### config.mk
export PLATFORM = sky130hd
export DESIGN_NAME = ring_cadence_driver_core_flat
export DESIGN_NICKNAME = d
export VERILOG_FILES = /design/src/sv/rcd_pkg.sv /design/src/sv/rcd_intf.sv /design/src/sv/rcd_csr.sv /design/src/sv/rcd_engine.sv /design/src/sv/ring_cadence_driver_core.sv /design/src/flat_wrapper.sv
export VERILOG_INCLUDE_DIRS = /design/src /design/src/sv
export SDC_FILE = /design/constraint.sdc
export NUM_CORES = 1
export LEC_CHECK = 0
export BUFFER_PORTS_ARGS = -buffer_cell sky130_fd_sc_hd__buf_2
export CAP_MARGIN = 10
export CORE_MARGIN = 10
export CORE_UTILIZATION = 56
export DETAILED_ROUTE_END_ITERATION = 10
export GPL_TIMING_DRIVEN = 0
export PLACE_DENSITY = 0.73
export SETUP_SLACK_MARGIN = 0.05
export SLEW_MARGIN = 20
export SYNTH_ARGS = -nofsm -noshare
export SYNTH_HDL_FRONTEND = slang
export SYNTH_SLANG_ARGS = --single-unit
### constraint.sdc
create_clock -name clock -period 6.6 [get_ports clock]
set_clock_uncertainty 0.2 [all_clocks]
set_input_delay 0.33 -clock clock [delete_from_list [all_inputs] [get_ports clock]]
set_output_delay 0.33 -clock clock [all_outputs]
set_load 0.01 [all_outputs]
### src/sv/ring_cadence_driver_core_assert.svh
// Assertion macros for the ring cadence driver; empty under synthesis.
`ifndef RING_CADENCE_DRIVER_CORE_ASSERT_SVH
`define RING_CADENCE_DRIVER_CORE_ASSERT_SVH
`ifndef SYNTHESIS
`define RCD_ASSERT(lbl, clk, rst, expr) \
   lbl: assert property (@(posedge clk) disable iff (rst) (expr)) \
      else $error("rcd assertion failed");
`define RCD_ASSERT_IMP(lbl, clk, rst, ante, cons) \
   lbl: assert property (@(posedge clk) disable iff (rst) (ante) |-> (cons)) \
      else $error("rcd assertion failed");
`define RCD_ASSERT_NXT(lbl, clk, rst, ante, cons) \
   lbl: assert property (@(posedge clk) disable iff (rst) (ante) |=> (cons)) \
      else $error("rcd assertion failed");
`else
`define RCD_ASSERT(lbl, clk, rst, expr)
`define RCD_ASSERT_IMP(lbl, clk, rst, ante, cons)
`define RCD_ASSERT_NXT(lbl, clk, rst, ante, cons)
`endif
`endif

### src/sv/rcd_pkg.sv
// Shared types, codes and helper functions of the ring cadence driver.
package rcd_pkg;

   localparam int MAX_SEGMENTS = 8;

   localparam int REQ_TYPE_W = 2;
   localparam int CSR_IDX_W  = 3;
   localparam int CSR_DATA_W = 64;
   localparam int SEG_W      = 16;
   localparam int CNT_W      = 4;
   localparam int BYTE_W     = 8;

   // request codes
   localparam logic [REQ_TYPE_W-1:0] REQ_TICK  = 2'd0;
   localparam logic [REQ_TYPE_W-1:0] REQ_START = 2'd1;
   localparam logic [REQ_TYPE_W-1:0] REQ_STOP  = 2'd2;

   // register indexes
   localparam logic [CSR_IDX_W-1:0] REG_SEG_LO     = 3'd0;
   localparam logic [CSR_IDX_W-1:0] REG_SEG_HI     = 3'd1;
   localparam logic [CSR_IDX_W-1:0] REG_SEG_COUNT  = 3'd2;
   localparam logic [CSR_IDX_W-1:0] REG_REPEAT_CNT = 3'd3;
   localparam logic [CSR_IDX_W-1:0] REG_PATTERN    = 3'd4;
   localparam logic [CSR_IDX_W-1:0] REG_CYCLE_MS   = 3'd5;
   localparam logic [CSR_IDX_W-1:0] REG_IGNORE_DND = 3'd6;

   localparam logic [CNT_W-1:0] MAX_SEG_N = CNT_W'(MAX_SEGMENTS);

   typedef struct packed {
      logic [CSR_DATA_W-1:0] seg_lo;
      logic [CSR_DATA_W-1:0] seg_hi;
      logic [CNT_W-1:0]      seg_count;
      logic [BYTE_W-1:0]     repeat_count;
      logic                  pattern_mode;
      logic [BYTE_W-1:0]     cycle_ms;
      logic                  ignore_dnd;
   } cfg_type;

   // Duration of one segment, four 16-bit fields per word.
   function automatic logic [SEG_W-1:0] seg_duration(
      input logic [2:0] idx, input logic [CSR_DATA_W-1:0] lo,
      input logic [CSR_DATA_W-1:0] hi);
      logic [CSR_DATA_W-1:0] w;
      w = idx[2] ? hi : lo;
      return w[{idx[1:0], 4'b0000} +: SEG_W];
   endfunction

   // Zero counts as one, anything past the limit as the limit.
   function automatic logic [CNT_W-1:0] used_segments(input logic [CNT_W-1:0] n);
      logic [CNT_W-1:0] r;
      r = n;
      if (r == '0) r = CNT_W'(1);
      if (r > MAX_SEG_N) r = MAX_SEG_N;
      return r;
   endfunction

endpackage

### src/sv/rcd_intf.sv
// Channel interfaces: request, response and register write.
interface rcd_req_if;
   logic                             valid;
   logic                             ready;
   logic [rcd_pkg::REQ_TYPE_W-1:0]   req_type;
   logic                             dnd;
   modport source (output valid, output req_type, output dnd, input ready);
   modport sink (input valid, input req_type, input dnd, output ready);
endinterface

interface rcd_rsp_if;
   logic valid;
   logic ready;
   logic drive_a;
   logic drive_b;
   logic bridge_enable;
   logic ringing;
   logic ring_done;
   modport source (output valid, output drive_a, output drive_b, output bridge_enable,
                   output ringing, output ring_done, input ready);
   modport sink (input valid, input drive_a, input drive_b, input bridge_enable,
                 input ringing, input ring_done, output ready);
endinterface

interface rcd_csr_if;
   logic                             valid;
   logic                             ready;
   logic [rcd_pkg::CSR_IDX_W-1:0]    index;
   logic [rcd_pkg::CSR_DATA_W-1:0]   wdata;
   modport source (output valid, output index, output wdata, input ready);
   modport sink (input valid, input index, input wdata, output ready);
endinterface

### src/sv/rcd_csr.sv
// Configuration register bank of the ring cadence driver.
module rcd_csr (
   input  logic            clock,
   input  logic            reset,
   rcd_csr_if.sink         csr_ch,
   output rcd_pkg::cfg_type cfg
);
   import rcd_pkg::*;

   cfg_type cfg_ff;

   assign csr_ch.ready = 1'b1;
   assign cfg = cfg_ff;

   always_ff @(posedge clock) begin
      if (reset) begin
         cfg_ff.seg_lo       <= CSR_DATA_W'(2000);
         cfg_ff.seg_hi       <= '0;
         cfg_ff.seg_count    <= CNT_W'(1);
         cfg_ff.repeat_count <= BYTE_W'(1);
         cfg_ff.pattern_mode <= 1'b0;
         cfg_ff.cycle_ms     <= BYTE_W'(30);
         cfg_ff.ignore_dnd   <= 1'b0;
      end else if (csr_ch.valid) begin
         case (csr_ch.index)
            REG_SEG_LO:     cfg_ff.seg_lo       <= csr_ch.wdata;
            REG_SEG_HI:     cfg_ff.seg_hi       <= csr_ch.wdata;
            REG_SEG_COUNT:  cfg_ff.seg_count    <= csr_ch.wdata[CNT_W-1:0];
            REG_REPEAT_CNT: cfg_ff.repeat_count <= csr_ch.wdata[BYTE_W-1:0];
            REG_PATTERN:    cfg_ff.pattern_mode <= csr_ch.wdata[0];
            REG_CYCLE_MS:   cfg_ff.cycle_ms     <= csr_ch.wdata[BYTE_W-1:0];
            REG_IGNORE_DND: cfg_ff.ignore_dnd   <= csr_ch.wdata[0];
            default: ;
         endcase
      end
   end

endmodule

### src/sv/rcd_engine.sv
// Cadence engine: request register, ring state update, response register.
module rcd_engine (
   input  logic            clock,
   input  logic            reset,
   input  rcd_pkg::cfg_type cfg,
   rcd_req_if.sink         req_ch,
   rcd_rsp_if.source       rsp_ch
);
   import rcd_pkg::*;
   `include "ring_cadence_driver_core_assert.svh"

   // request stage
   logic                  in_valid_ff;
   logic [REQ_TYPE_W-1:0] in_type_ff;
   logic                  in_dnd_ff;

   // ring state
   logic             active_ff, active_in;
   logic [CNT_W-1:0] seg_index_ff, seg_index_in;
   logic [BYTE_W-1:0] repeat_done_ff, repeat_done_in;
   logic [SEG_W-1:0] seg_elapsed_ff, seg_elapsed_in;
   logic [BYTE_W-1:0] flip_elapsed_ff, flip_elapsed_in;
   logic             polarity_ff, polarity_in;
   logic             pending_ff, pending_in;
   logic             lvl_a_ff, lvl_a_in;
   logic             lvl_b_ff, lvl_b_in;
   logic             done_in;

   // response stage
   logic out_valid_ff;
   logic drive_a_ff, drive_b_ff, ringing_ff, ring_done_ff;

   logic             out_load;
   logic [CNT_W-1:0] n_segs;
   logic             ring;
   logic             flip_go;

   assign out_load     = in_valid_ff && (!out_valid_ff || rsp_ch.ready);
   assign req_ch.ready = !in_valid_ff || out_load;

   assign rsp_ch.valid         = out_valid_ff;
   assign rsp_ch.drive_a       = drive_a_ff;
   assign rsp_ch.drive_b       = drive_b_ff;
   assign rsp_ch.bridge_enable = ringing_ff;
   assign rsp_ch.ringing       = ringing_ff;
   assign rsp_ch.ring_done     = ring_done_ff;

   assign n_segs = used_segments(cfg.seg_count);

   always_comb begin
      active_in       = active_ff;
      seg_index_in    = seg_index_ff;
      repeat_done_in  = repeat_done_ff;
      seg_elapsed_in  = seg_elapsed_ff;
      flip_elapsed_in = flip_elapsed_ff;
      polarity_in     = polarity_ff;
      pending_in      = pending_ff;
      lvl_a_in        = lvl_a_ff;
      lvl_b_in        = lvl_b_ff;
      done_in         = 1'b0;
      ring            = 1'b0;
      flip_go         = 1'b0;
      case (in_type_ff)
         REQ_TICK: begin
            if (active_ff) begin
               if (seg_elapsed_ff != '1) seg_elapsed_in = seg_elapsed_ff + SEG_W'(1);
               if (flip_elapsed_ff != '1) flip_elapsed_in = flip_elapsed_ff + BYTE_W'(1);
               // first period is measured from start, flip already happened
               if (pending_ff && (flip_elapsed_in >= cfg.cycle_ms)) begin
                  pending_in      = 1'b0;
                  flip_elapsed_in = flip_elapsed_in - cfg.cycle_ms;
               end
               flip_go = pending_in || (flip_elapsed_in >= cfg.cycle_ms);

               if (in_dnd_ff && !(cfg.pattern_mode && cfg.ignore_dnd)) begin
                  active_in      = 1'b0;
                  lvl_a_in       = 1'b0;
                  lvl_b_in       = 1'b0;
                  seg_index_in   = '0;
                  repeat_done_in = '0;
                  seg_elapsed_in = '0;
               end else if (cfg.pattern_mode) begin
                  if (seg_index_ff >= n_segs) begin
                     repeat_done_in = repeat_done_ff + BYTE_W'(1);
                     if (repeat_done_in >= cfg.repeat_count) begin
                        done_in = 1'b1;
                     end else begin
                        seg_index_in   = '0;
                        seg_elapsed_in = '0;
                     end
                  end
                  if (done_in) begin
                     active_in      = 1'b0;
                     lvl_a_in       = 1'b0;
                     lvl_b_in       = 1'b0;
                     seg_index_in   = '0;
                     repeat_done_in = '0;
                     seg_elapsed_in = '0;
                  end else begin
                     ring = !seg_index_in[0];
                     if (seg_elapsed_in >= seg_duration(seg_index_in[2:0], cfg.seg_lo,
                                                        cfg.seg_hi)) begin
                        seg_index_in   = seg_index_in + CNT_W'(1);
                        seg_elapsed_in = '0;
                        if (seg_index_in < n_segs) ring = !seg_index_in[0];
                     end
                     if (!ring) begin
                        lvl_a_in = 1'b0;
                        lvl_b_in = 1'b0;
                     end else if (flip_go) begin
                        polarity_in     = !polarity_ff;
                        pending_in      = 1'b0;
                        flip_elapsed_in = '0;
                        lvl_a_in        = !polarity_ff;
                        lvl_b_in        = polarity_ff;
                     end
                  end
               end else begin
                  if (seg_elapsed_in >= seg_duration(3'd0, cfg.seg_lo, cfg.seg_hi)) begin
                     done_in        = 1'b1;
                     active_in      = 1'b0;
                     lvl_a_in       = 1'b0;
                     lvl_b_in       = 1'b0;
                     seg_index_in   = '0;
                     repeat_done_in = '0;
                     seg_elapsed_in = '0;
                  end else if (flip_go) begin
                     polarity_in     = !polarity_ff;
                     pending_in      = 1'b0;
                     flip_elapsed_in = '0;
                     lvl_a_in        = !polarity_ff;
                     lvl_b_in        = polarity_ff;
                  end
               end
            end
         end
         REQ_START: begin
            if (!active_ff) begin
               active_in       = 1'b1;
               seg_index_in    = '0;
               repeat_done_in  = '0;
               seg_elapsed_in  = '0;
               flip_elapsed_in = '0;
               polarity_in     = 1'b0;
               pending_in      = 1'b1;
            end
         end
         REQ_STOP: begin
            if (active_ff) begin
               active_in      = 1'b0;
               lvl_a_in       = 1'b0;
               lvl_b_in       = 1'b0;
               seg_index_in   = '0;
               repeat_done_in = '0;
               seg_elapsed_in = '0;
            end
         end
         default: ;
      endcase
   end

   always_ff @(posedge clock) begin
      if (reset) begin
         in_valid_ff <= 1'b0;
      end else if (req_ch.valid && req_ch.ready) begin
         in_valid_ff <= 1'b1;
      end else if (out_load) begin
         in_valid_ff <= 1'b0;
      end
   end

   always_ff @(posedge clock) begin
      if (req_ch.valid && req_ch.ready) begin
         in_type_ff <= req_ch.req_type;
         in_dnd_ff  <= req_ch.dnd;
      end
   end

   always_ff @(posedge clock) begin
      if (reset) begin
         active_ff       <= 1'b0;
         seg_index_ff    <= '0;
         repeat_done_ff  <= '0;
         seg_elapsed_ff  <= '0;
         flip_elapsed_ff <= '0;
         polarity_ff     <= 1'b0;
         pending_ff      <= 1'b0;
         lvl_a_ff        <= 1'b0;
         lvl_b_ff        <= 1'b0;
      end else if (out_load) begin
         active_ff       <= active_in;
         seg_index_ff    <= seg_index_in;
         repeat_done_ff  <= repeat_done_in;
         seg_elapsed_ff  <= seg_elapsed_in;
         flip_elapsed_ff <= flip_elapsed_in;
         polarity_ff     <= polarity_in;
         pending_ff      <= pending_in;
         lvl_a_ff        <= lvl_a_in;
         lvl_b_ff        <= lvl_b_in;
      end
   end

   always_ff @(posedge clock) begin
      if (reset) begin
         out_valid_ff <= 1'b0;
      end else if (out_load) begin
         out_valid_ff <= 1'b1;
      end else if (rsp_ch.ready) begin
         out_valid_ff <= 1'b0;
      end
   end

   always_ff @(posedge clock) begin
      if (out_load) begin
         drive_a_ff   <= lvl_a_in;
         drive_b_ff   <= lvl_b_in;
         ringing_ff   <= active_in;
         ring_done_ff <= done_in;
      end
   end

   `RCD_ASSERT_NXT(a_req_held, clock, reset, in_valid_ff && !out_load, in_valid_ff)
   `RCD_ASSERT_IMP(a_idle_quiet, clock, reset, !active_ff, !lvl_a_ff && !lvl_b_ff)
   `RCD_ASSERT(a_no_shoot_through, clock, reset, !(lvl_a_ff && lvl_b_ff))
   `RCD_ASSERT(a_seg_index_range, clock, reset, seg_index_ff <= MAX_SEG_N)
   `RCD_ASSERT_IMP(a_done_ends_ring, clock, reset, out_valid_ff && ring_done_ff,
                   !ringing_ff && !drive_a_ff && !drive_b_ff)

endmodule

### src/sv/ring_cadence_driver_core.sv
// Top level of the ring cadence driver: register bank and cadence engine.
//
//  channel  dir  handshake     payload
//  req_ch   in   valid/ready   req_type[1:0], dnd
//  rsp_ch   out  valid/ready   drive_a, drive_b, bridge_enable, ringing, ring_done
//  csr_ch   in   valid/ready   index[2:0], wdata[63:0]; ready always high
//
// Each request passes through the request register, then through the state update
// into the response register. One request per cycle is sustained while rsp_ch
// is ready; the state registers update with the response.
// A stalled response holds the request register, which then holds req_ch.ready low.
// Synchronous reset clears all control state and loads the register defaults.
module ring_cadence_driver_core (
   input logic       clock,
   input logic       reset,
   rcd_req_if.sink   req_ch,
   rcd_rsp_if.source rsp_ch,
   rcd_csr_if.sink   csr_ch
);
   import rcd_pkg::*;

   cfg_type cfg;

   rcd_csr u_csr (
      .clock  (clock),
      .reset  (reset),
      .csr_ch (csr_ch),
      .cfg    (cfg)
   );

   rcd_engine u_engine (
      .clock  (clock),
      .reset  (reset),
      .cfg    (cfg),
      .req_ch (req_ch),
      .rsp_ch (rsp_ch)
   );

endmodule

### src/flat_wrapper.sv
// flat-port wrapper written by rule: the top's interface ports become plain ports
module ring_cadence_driver_core_flat import rcd_pkg::*;
  (clock, reset, req_ch_valid, req_ch_req_type, req_ch_dnd, req_ch_ready, rsp_ch_valid, rsp_ch_drive_a, rsp_ch_drive_b, rsp_ch_bridge_enable, rsp_ch_ringing, rsp_ch_ring_done, rsp_ch_ready, csr_ch_valid, csr_ch_index, csr_ch_wdata, csr_ch_ready);
  rcd_req_if req_ch_i ();
  rcd_rsp_if rsp_ch_i ();
  rcd_csr_if csr_ch_i ();
  input logic clock;
  input logic reset;
  input wire logic [$bits(req_ch_i.valid)-1:0] req_ch_valid;
  input wire logic [$bits(req_ch_i.req_type)-1:0] req_ch_req_type;
  input wire logic [$bits(req_ch_i.dnd)-1:0] req_ch_dnd;
  output wire logic [$bits(req_ch_i.ready)-1:0] req_ch_ready;
  output wire logic [$bits(rsp_ch_i.valid)-1:0] rsp_ch_valid;
  output wire logic [$bits(rsp_ch_i.drive_a)-1:0] rsp_ch_drive_a;
  output wire logic [$bits(rsp_ch_i.drive_b)-1:0] rsp_ch_drive_b;
  output wire logic [$bits(rsp_ch_i.bridge_enable)-1:0] rsp_ch_bridge_enable;
  output wire logic [$bits(rsp_ch_i.ringing)-1:0] rsp_ch_ringing;
  output wire logic [$bits(rsp_ch_i.ring_done)-1:0] rsp_ch_ring_done;
  input wire logic [$bits(rsp_ch_i.ready)-1:0] rsp_ch_ready;
  input wire logic [$bits(csr_ch_i.valid)-1:0] csr_ch_valid;
  input wire logic [$bits(csr_ch_i.index)-1:0] csr_ch_index;
  input wire logic [$bits(csr_ch_i.wdata)-1:0] csr_ch_wdata;
  output wire logic [$bits(csr_ch_i.ready)-1:0] csr_ch_ready;
  assign req_ch_i.valid = req_ch_valid;
  assign req_ch_i.req_type = req_ch_req_type;
  assign req_ch_i.dnd = req_ch_dnd;
  assign req_ch_ready = req_ch_i.ready;
  assign rsp_ch_valid = rsp_ch_i.valid;
  assign rsp_ch_drive_a = rsp_ch_i.drive_a;
  assign rsp_ch_drive_b = rsp_ch_i.drive_b;
  assign rsp_ch_bridge_enable = rsp_ch_i.bridge_enable;
  assign rsp_ch_ringing = rsp_ch_i.ringing;
  assign rsp_ch_ring_done = rsp_ch_i.ring_done;
  assign rsp_ch_i.ready = rsp_ch_ready;
  assign csr_ch_i.valid = csr_ch_valid;
  assign csr_ch_i.index = csr_ch_index;
  assign csr_ch_i.wdata = csr_ch_wdata;
  assign csr_ch_ready = csr_ch_i.ready;
  ring_cadence_driver_core u_core (.clock(clock), .reset(reset), .req_ch(req_ch_i), .rsp_ch(rsp_ch_i), .csr_ch(csr_ch_i));
endmodule
==> impl_metrics.toml, run 1 <==
[status]
status = "complete, no violations"

[timing]
maxSlewViolCount = 0
hold_viol = 0
tightest_slew_ns = 1.01
fin_setup_tns_ns = 0
post-route-period-util = 0.955
grt_setup_unrepaired = "false"
setup_viol = 0
period_needed_ns = 6.31
worst_slew_margin_rel = 0.318
fmax_mhz = 159

[global_route]
grt_pass1_vias = 10375
grt_max_degree = 25
met1_usage = 0.340
use_met2 = 0.419
antenna_found_initial = 0
use_met3 = 0.0514
top_usage_layer = "met2"
grt_pass1_wl_mm = 54.4
grt_use_total = 0.261
grt-ovfl-total = 0

[drt]
route.vias.total = 10717
ant_nets = 0
drc = 0
viasPerCell = 5.77
drt-total-wl_mm = 33.8
drtIter0Drc = 964
routedWlPerCell_um = 18.2
dr.pass1.iters = 5

[synth]
synth_mux_area_frac = 0.0288
syn_area_mm2 = 0.0109
synth_flop_cell = "dfxtp_1"
synth-adder-area-share = 0.0831
synthArstFlopShare = 0
synth-simple-area-share = 0.238
ys_ff_latch = 200
ys_warn_count = 0
synth_cells = 1414
synthXorXnorAreaFrac = 0.0240
syn_nets = 1561
synth-edff-count = 7
synth_compound_gate_area_share = 0.203
synth_seq_area_share = 0.373
netlist-cell-type-count = 68
synth.avg_cell_area_um2 = 7.73
synth_top_family_by_area = "simple AND/OR/NAND/NOR gates"

[setup_path]
r2r-end = "u_core.u_engine.flip_elapsed_ff[7]$_SDFFE_PP0P_"
critPathMaxStageDelay_ns = 0.51
worstSetupStartpoint = "u_core.u_engine.repeat_done_ff[2]$_SDFFE_PP0P_"
crit_end = "u_core.u_engine.flip_elapsed_ff[7]$_SDFFE_PP0P_"
cp_cell_sequence = "and3_1, and3_1, nand3_1, xnor2_1, ha_1, nand4_1, o311ai_4, o21ai_1, inv_1, clkbuf_1, a211oi_1, a31oi_1, a21oi_1, ha_1, o21a_1, o211ai_1, a211oi_1, a211o_1, buf_2, and3_4, o31a_1, o31ai_4, o21ai_2"
crit_buf_inv = 3
endpoint_kind = "flop"
r2r_setup_slack_ns = 0.29
reg2regPathDepth = 23
path_depth = 23
arrival_ns = 6.44
crit_required_ns = 6.73
critical-path-top-delay-family = "compound AO/OA/AOI/OAI gates"
r2r_start = "u_core.u_engine.repeat_done_ff[2]$_SDFFE_PP0P_"
path_class = "reg2reg"
crit_path_max_fanout = 10
slowest_stage = "o31ai_4"
start_kind = "flop"

[final_layout]
antenna_cells = 0
layout_commonest_cell = "nand2_1"
final_nets = 1727
area_growth_pct = 19.3
drive_above_1_share = 0.0967
mostFrequentLayoutCells = "nand2_1, dfxtp_1, a21oi_1"

[clocking]
cts_made_buffers = 17
cts_tree = "yes"
cts_root_buffer = "clkbuf_16"
cts.sinks = 200
cts.path.max_buffers = 2
cts-htree-levels = 4
clk_pin_slew_ns = 0.09
clock_latency_ns = 0.47

[power]
pwr-share-comb = 0.084
power.internal_w = 0.00191
total_power_w = 0.00265
p_leak_nw = 5.11
clkPwrFrac = 0.444
ir_worst_vdd_mv = 0.192
seqPwrFrac = 0.473
switchingPower_w = 0.000746
power_density_mw_per_mm2 = 203
swShare = 0.281

[floorplan]
io_pins = 83
start_util = 0.566
die_area_mm2 = 0.0255
die_x_um = 160
fp.dieH_um = 160
core_mm2 = 0.0193
rows = 51

[run]
cap_violations = 0

[place]
hpwl_mm = 24.8
io_buffers = 79
gp_congestion = 0.977

[min_path]
min_path_type = "in2reg"
-- metrics by stage --
stage / instance area [um2] / utilization / cells / setup slack [ns] / hold slack, ns
after floorplan: 10900 / - / 1414 / 1.38 / 0.229
after global placement: 11700 / 0.603 / 1758 / 0.415 / 0.238
after detailed placement: 11700 / 0.604 / 1758 / 0.356 / 0.244
after CTS: 13000 / 0.673 / 1858 / 0.309 / 0.0356
after global routing: 13000 / 0.675 / 1858 / 0.0589 / 0.0456
final: 13000 / 0.675 / 1858 / 0.294 / 0.0385
-- state kept, by name, indices dropped and copies added, names as in the netlist, 2 cells and up --
| register | flops |
|---|---|
| u_core.u_csr.cfg | 150 |
| u_core.u_engine.flip_elapsed_ff | 8 |
| u_core.u_engine.in_type_ff | 2 |
| u_core.u_engine.repeat_done_ff | 8 |
| u_core.u_engine.seg_elapsed_ff | 16 |
| u_core.u_engine.seg_index_ff | 4 |
-- synth_stat cells, types with 4 or more instances --
| library cell | number | area (um2) |
|---|---|---|
| clkbuf_1 | 70 | 263 |
| o221ai_1 | 14 | 123 |
| mux2_2 | 4 | 45.0 |
| ha_1 | 71 | 888 |
| nand3b_1 | 7 | 52.6 |
| o211ai_1 | 5 | 37.5 |
| mux2i_1 | 27 | 270 |
| and3_1 | 13 | 81.3 |
| nand3_1 | 26 | 130 |
| a22oi_1 | 15 | 113 |
| a21oi_1 | 184 | 921 |
| inv_1 | 57 | 214 |
| a31oi_1 | 22 | 138 |
| edfxtp_1 | 7 | 210 |
| or3_1 | 6 | 37.5 |
| o21ai_0 | 19 | 95.1 |
| dfxtp_1 | 193 | 3860 |
| and2_1 | 18 | 113 |
| buf_2 | 5 | 25.0 |
| nor3_1 | 14 | 70.1 |
| xnor2_1 | 21 | 184 |
| o21ai_2 | 9 | 78.8 |
| a211oi_1 | 23 | 173 |
| nand2b_1 | 11 | 68.8 |
| a21o_1 | 4 | 30.0 |
| o21ai_1 | 5 | 25.0 |
| nor2_1 | 79 | 297 |
| a211o_1 | 11 | 96.3 |
| nand2_1 | 364 | 1370 |
| o21a_1 | 5 | 37.5 |
| nand4b_1 | 4 | 35.0 |
| nand4_1 | 11 | 68.8 |
| xor2_1 | 9 | 78.8 |
| buf_1 | 4 | 15.0 |
| nor2b_1 | 22 | 138 |
-- layer usage --
| metal | up-vias | part of all wire |
|---|---|---|
| li1 | 5217 | - |
| met1 | 4972 | 0.43 |
| met2 | 444 | 0.46 |
| met3 | 84 | 0.083 |
| met4 | 0 | 0.030 |
| met5 | - | 0 |
-- tightest hold or removal path: stages --
cell and delay [ns]:
buf_2 0.18, nand2_1 0.08, a21oi_1 0.06
-- layout make-up --
class	instances	area [um2]
Multi-Input combinational cell	1075	6340
Fill cell	1625	6290
Sequential cell	200	4070
Timing Repair Buffer	147	1080
Clock buffer	17	425
Buffer	82	337
Tap cell	265	332
Clock inverter	15	244
Inverter	57	214
-- repair_timing --
action	CTS	global route
gates resized for setup	0	14
hold endpoints to repair	142	0
hold buffers	68	0
setup endpoints to repair	0	26
setup buffers	0	0
-- power by group through the flow --
stage | sequential, W | clock, W | combinational (W)
finish | 0.00125 | 0.00118 | 0.000222
global route | 0.00126 | 0.00123 | 0.000242
CTS | 0.00125 | 0.00118 | 0.000215
detailed placement | 0.00128 | 0 | 0.000183
global placement | 0.00128 | 0 | 0.000181
floorplan | 0.00128 | 0 | 0.000106
-- worst min path at each step --
stage                                                      to  cells after the start                               from  slack (ns)
after detailed placement    u_core.u_csr.cfg[29]$_SDFFE_PP0P_                      2  u_core.u_csr.cfg[29]$_SDFFE_PP0P_        0.24
final                       u_core.u_csr.cfg[86]$_SDFFE_PP0P_                      3                    csr_ch_wdata[0]        0.04
after global routing        u_core.u_csr.cfg[86]$_SDFFE_PP0P_                      3                    csr_ch_wdata[0]        0.05
after floorplan           u_core.u_engine.in_dnd_ff$_DFFE_PP_                      0                         req_ch_dnd        0.23
after global placement      u_core.u_csr.cfg[35]$_SDFFE_PP0P_                      2  u_core.u_csr.cfg[35]$_SDFFE_PP0P_        0.24
after CTS                   u_core.u_csr.cfg[86]$_SDFFE_PP0P_                      3                    csr_ch_wdata[0]        0.04
-- logic make-up after synthesis --
logic type | Yosys count
simple gates | 592
compound gates | 349
flops | 200
buf+inv | 139
fa+ha+maj | 72
mux | 31
xor+xnor | 30
other cells | 1
Note: power is estimated with default switching activity, not from simulation.
==> inputs of run 2 (changes only) <==
Settings changed: ABC_AREA from default to 1, CORE_ASPECT_RATIO from default to 1.25.
==> impl_metrics.toml, run 2 <==
[final_layout]
area_growth_pct = 17.9
antenna_cells = 0
drive_above_1_share = 0.0895
multiInputGateArea_mm2 = 0.00593
final_cells = 1986
final_nets = 1855
final-seq-area_mm2 = 0.00407
nFillCells = 1711
mostFrequentLayoutCells = "nor2_1, o21ai_0, nand2_1"
largest_reg_flops = 150
layout_commonest_cell = "nor2_1"

[synth]
synthArstFlopShare = 0
synth.area.top_cells = "dfxtp_1, nor2_1, o21ai_0, ha_1, nand2_1"
synthTopCellsByCount = "nor2_1, o21ai_0, nand2_1, dfxtp_1, inv_1"
syn_area_mm2 = 0.0109
synth.avg_cell_area_um2 = 7.06
syn_nets = 1695
synth_seq_area_share = 0.373
ys_ff_latch = 200
ys_warn_count = 0
synth_cells = 1548
netlist-cell-type-count = 48
synth_top_area_frac = 0.353
synth_top_area_cell = "dfxtp_1"
synth.most_common_cell = "nor2_1"
synth_flop_cell = "dfxtp_1"
synth-edff-count = 7

[drt]
ant_nets = 0
routedWlPerCell_um = 16.8
viasPerCell = 5.54
route.vias.total = 11007
drc = 0
dr.pass1.iters = 7
drtIter0Drc = 1094
drt-total-wl_mm = 33.4

[setup_path]
arrival_ns = 5.95
slowest_stage = "dfxtp_1"
crit_required_ns = 6.77
critPathMaxStageDelay_ns = 0.39
reg2regPathDepth = 32
start_kind = "flop"
endpoint_kind = "flop"
crit_path_max_fanout = 10
path_class = "reg2reg"

[clocking]
cts_tree = "yes"
cts.sinks = 200
cts_made_buffers = 17
cts_root_buffer = "clkbuf_16"
cts_resized = 0
clk_pin_slew_ns = 0.08
cts.path.max_buffers = 2
clock_latency_ns = 0.45
cts-htree-levels = 4

[place]
io_buffers = 80
hpwl_mm = 24.7
dp_cells = 1893
gp_congestion = 0.956

[floorplan]
io_pins = 83
core_mm2 = 0.0193
start_util = 0.566
rows = 57
fp.dieH_um = 176
die_area_mm2 = 0.0255
die_x_um = 145

[timing]
hold_viol = 0
grt_setup_unrepaired = "false"
maxSlewViolCount = 0
worst_slew_margin_rel = 0.410
setup_viol = 0
tightest_slew_ns = 0.881
fmax_mhz = 173
period_needed_ns = 5.78
post-route-period-util = 0.875
fin_setup_tns_ns = 0

[power]
p_leak_nw = 5.90
power_density_mw_per_mm2 = 210
ir_worst_vdd_mv = 0.176

[global_route]
grt_pass1_vias = 10679
grt-ovfl-total = 0
grt_pass1_wl_mm = 53.7
antenna_found_initial = 0
grt_max_degree = 22
grt_use_total = 0.256

[min_path]
min_path_cells = 3
min_path_type = "in2reg"

[status]
status = "complete, no violations"

[run]
cap_violations = 0
## run 2: changes by cell type in the layout (fill, tap and decap cells not counted), sizes merged, moves of 22 or more
cell	previous run	this run
nor2	79	308
o21ai	34	220
nand2	364	203
inv	68	162
a21oi	184	110
nand3	26	61
mux2i	27	0
a31oi	22	0
nor2b	22	0
## run 2: through the flow
step | hold slack, ns | cell area, um2 | power [W] | setup slack (ns) | util
final | 0.0141 | 12900 | 0.00270 | 0.823 | 0.667
after global placement | 0.240 | 11700 | 0.00160 | 0.954 | 0.604
after CTS | 0.00212 | 12900 | 0.00269 | 0.883 | 0.667
after floorplan | 0.225 | 10900 | 0.00149 | 2.22 | -
after global routing | 0.0241 | 12900 | 0.00279 | 0.479 | 0.667
after detailed placement | 0.244 | 11700 | 0.00161 | 0.919 | 0.604
## run 2: worst paths after layout
kind / startpoint / endpoint / slack, ns
setup / recovery: u_core.u_engine.repeat_done_ff[0]$_SDFFE_PP0P_ / u_core.u_engine.seg_elapsed_ff[7]$_SDFFE_PP0P_ / 0.82
hold / removal: csr_ch_wdata[2] / u_core.u_csr.cfg[3]$_SDFFE_PP1P_ / 0.01
hold reg to reg: u_core.u_csr.cfg[54]$_SDFFE_PP0P_ / u_core.u_csr.cfg[54]$_SDFFE_PP0P_ / 0.26
setup reg to reg: u_core.u_engine.repeat_done_ff[0]$_SDFFE_PP0P_ / u_core.u_engine.seg_elapsed_ff[7]$_SDFFE_PP0P_ / 0.82
## run 2: what timing repair did
| item | in CTS | in global routing |
|---|---|---|
| hold endpoints to repair | 113 | 0 |
| hold buffers | 61 | 0 |
| setup buffers | 0 | 0 |
## run 2: critical path, delay by kind of cell (launching register included)
family / cells / cell delay [ns]
and+or+nand+nor: 14 / 1.82
buffers and inverters: 10 / 1.51
AOI/OAI and AO/OA: 5 / 1.01
adders and majority gates: 2 / 0.63
DFF: 1 / 0.39
xor gates and xnor gates: 1 / 0.12
## run 2: layout make-up
cell class	instances	area share
Multi-Input combinational cell	1112	0.460
Sequential cell	200	0.316
Timing Repair Buffer	141	0.0784
Inverter	158	0.0460
Clock buffer	18	0.0341
Buffer	78	0.0261
Tap cell	265	0.0257
Clock inverter	14	0.0134
## run 2: layer usage
metal / vias up / part of all wire / GRT usage
met5: - / 0 / 0
met4: 0 / 0.043 / 0.132
met3: 88 / 0.057 / 0.0366
met2: 387 / 0.49 / 0.453
met1: 5051 / 0.41 / 0.295
li1: 5481 / - / -
## run 2: where the power goes
group          internal (W)  switching (W)
Sequential          0.00125      0.0000194
Combinational      0.000127       0.000220
Clock              0.000525       0.000559
## run 2: kinds of logic (layout without fill, tap and decap cells)
kind of cell,Yosys count,after routing,synth area share
AND/OR/NAND/NOR,605,605,0.227
AO/OA/AOI/OAI,407,407,0.210
buffers and inverters,236,409,0.0850
flip-flops,200,200,0.373
adder cells (fa/ha/maj),72,72,0.0831
XOR/XNOR,27,27,0.0223
other,1,1,0.000343
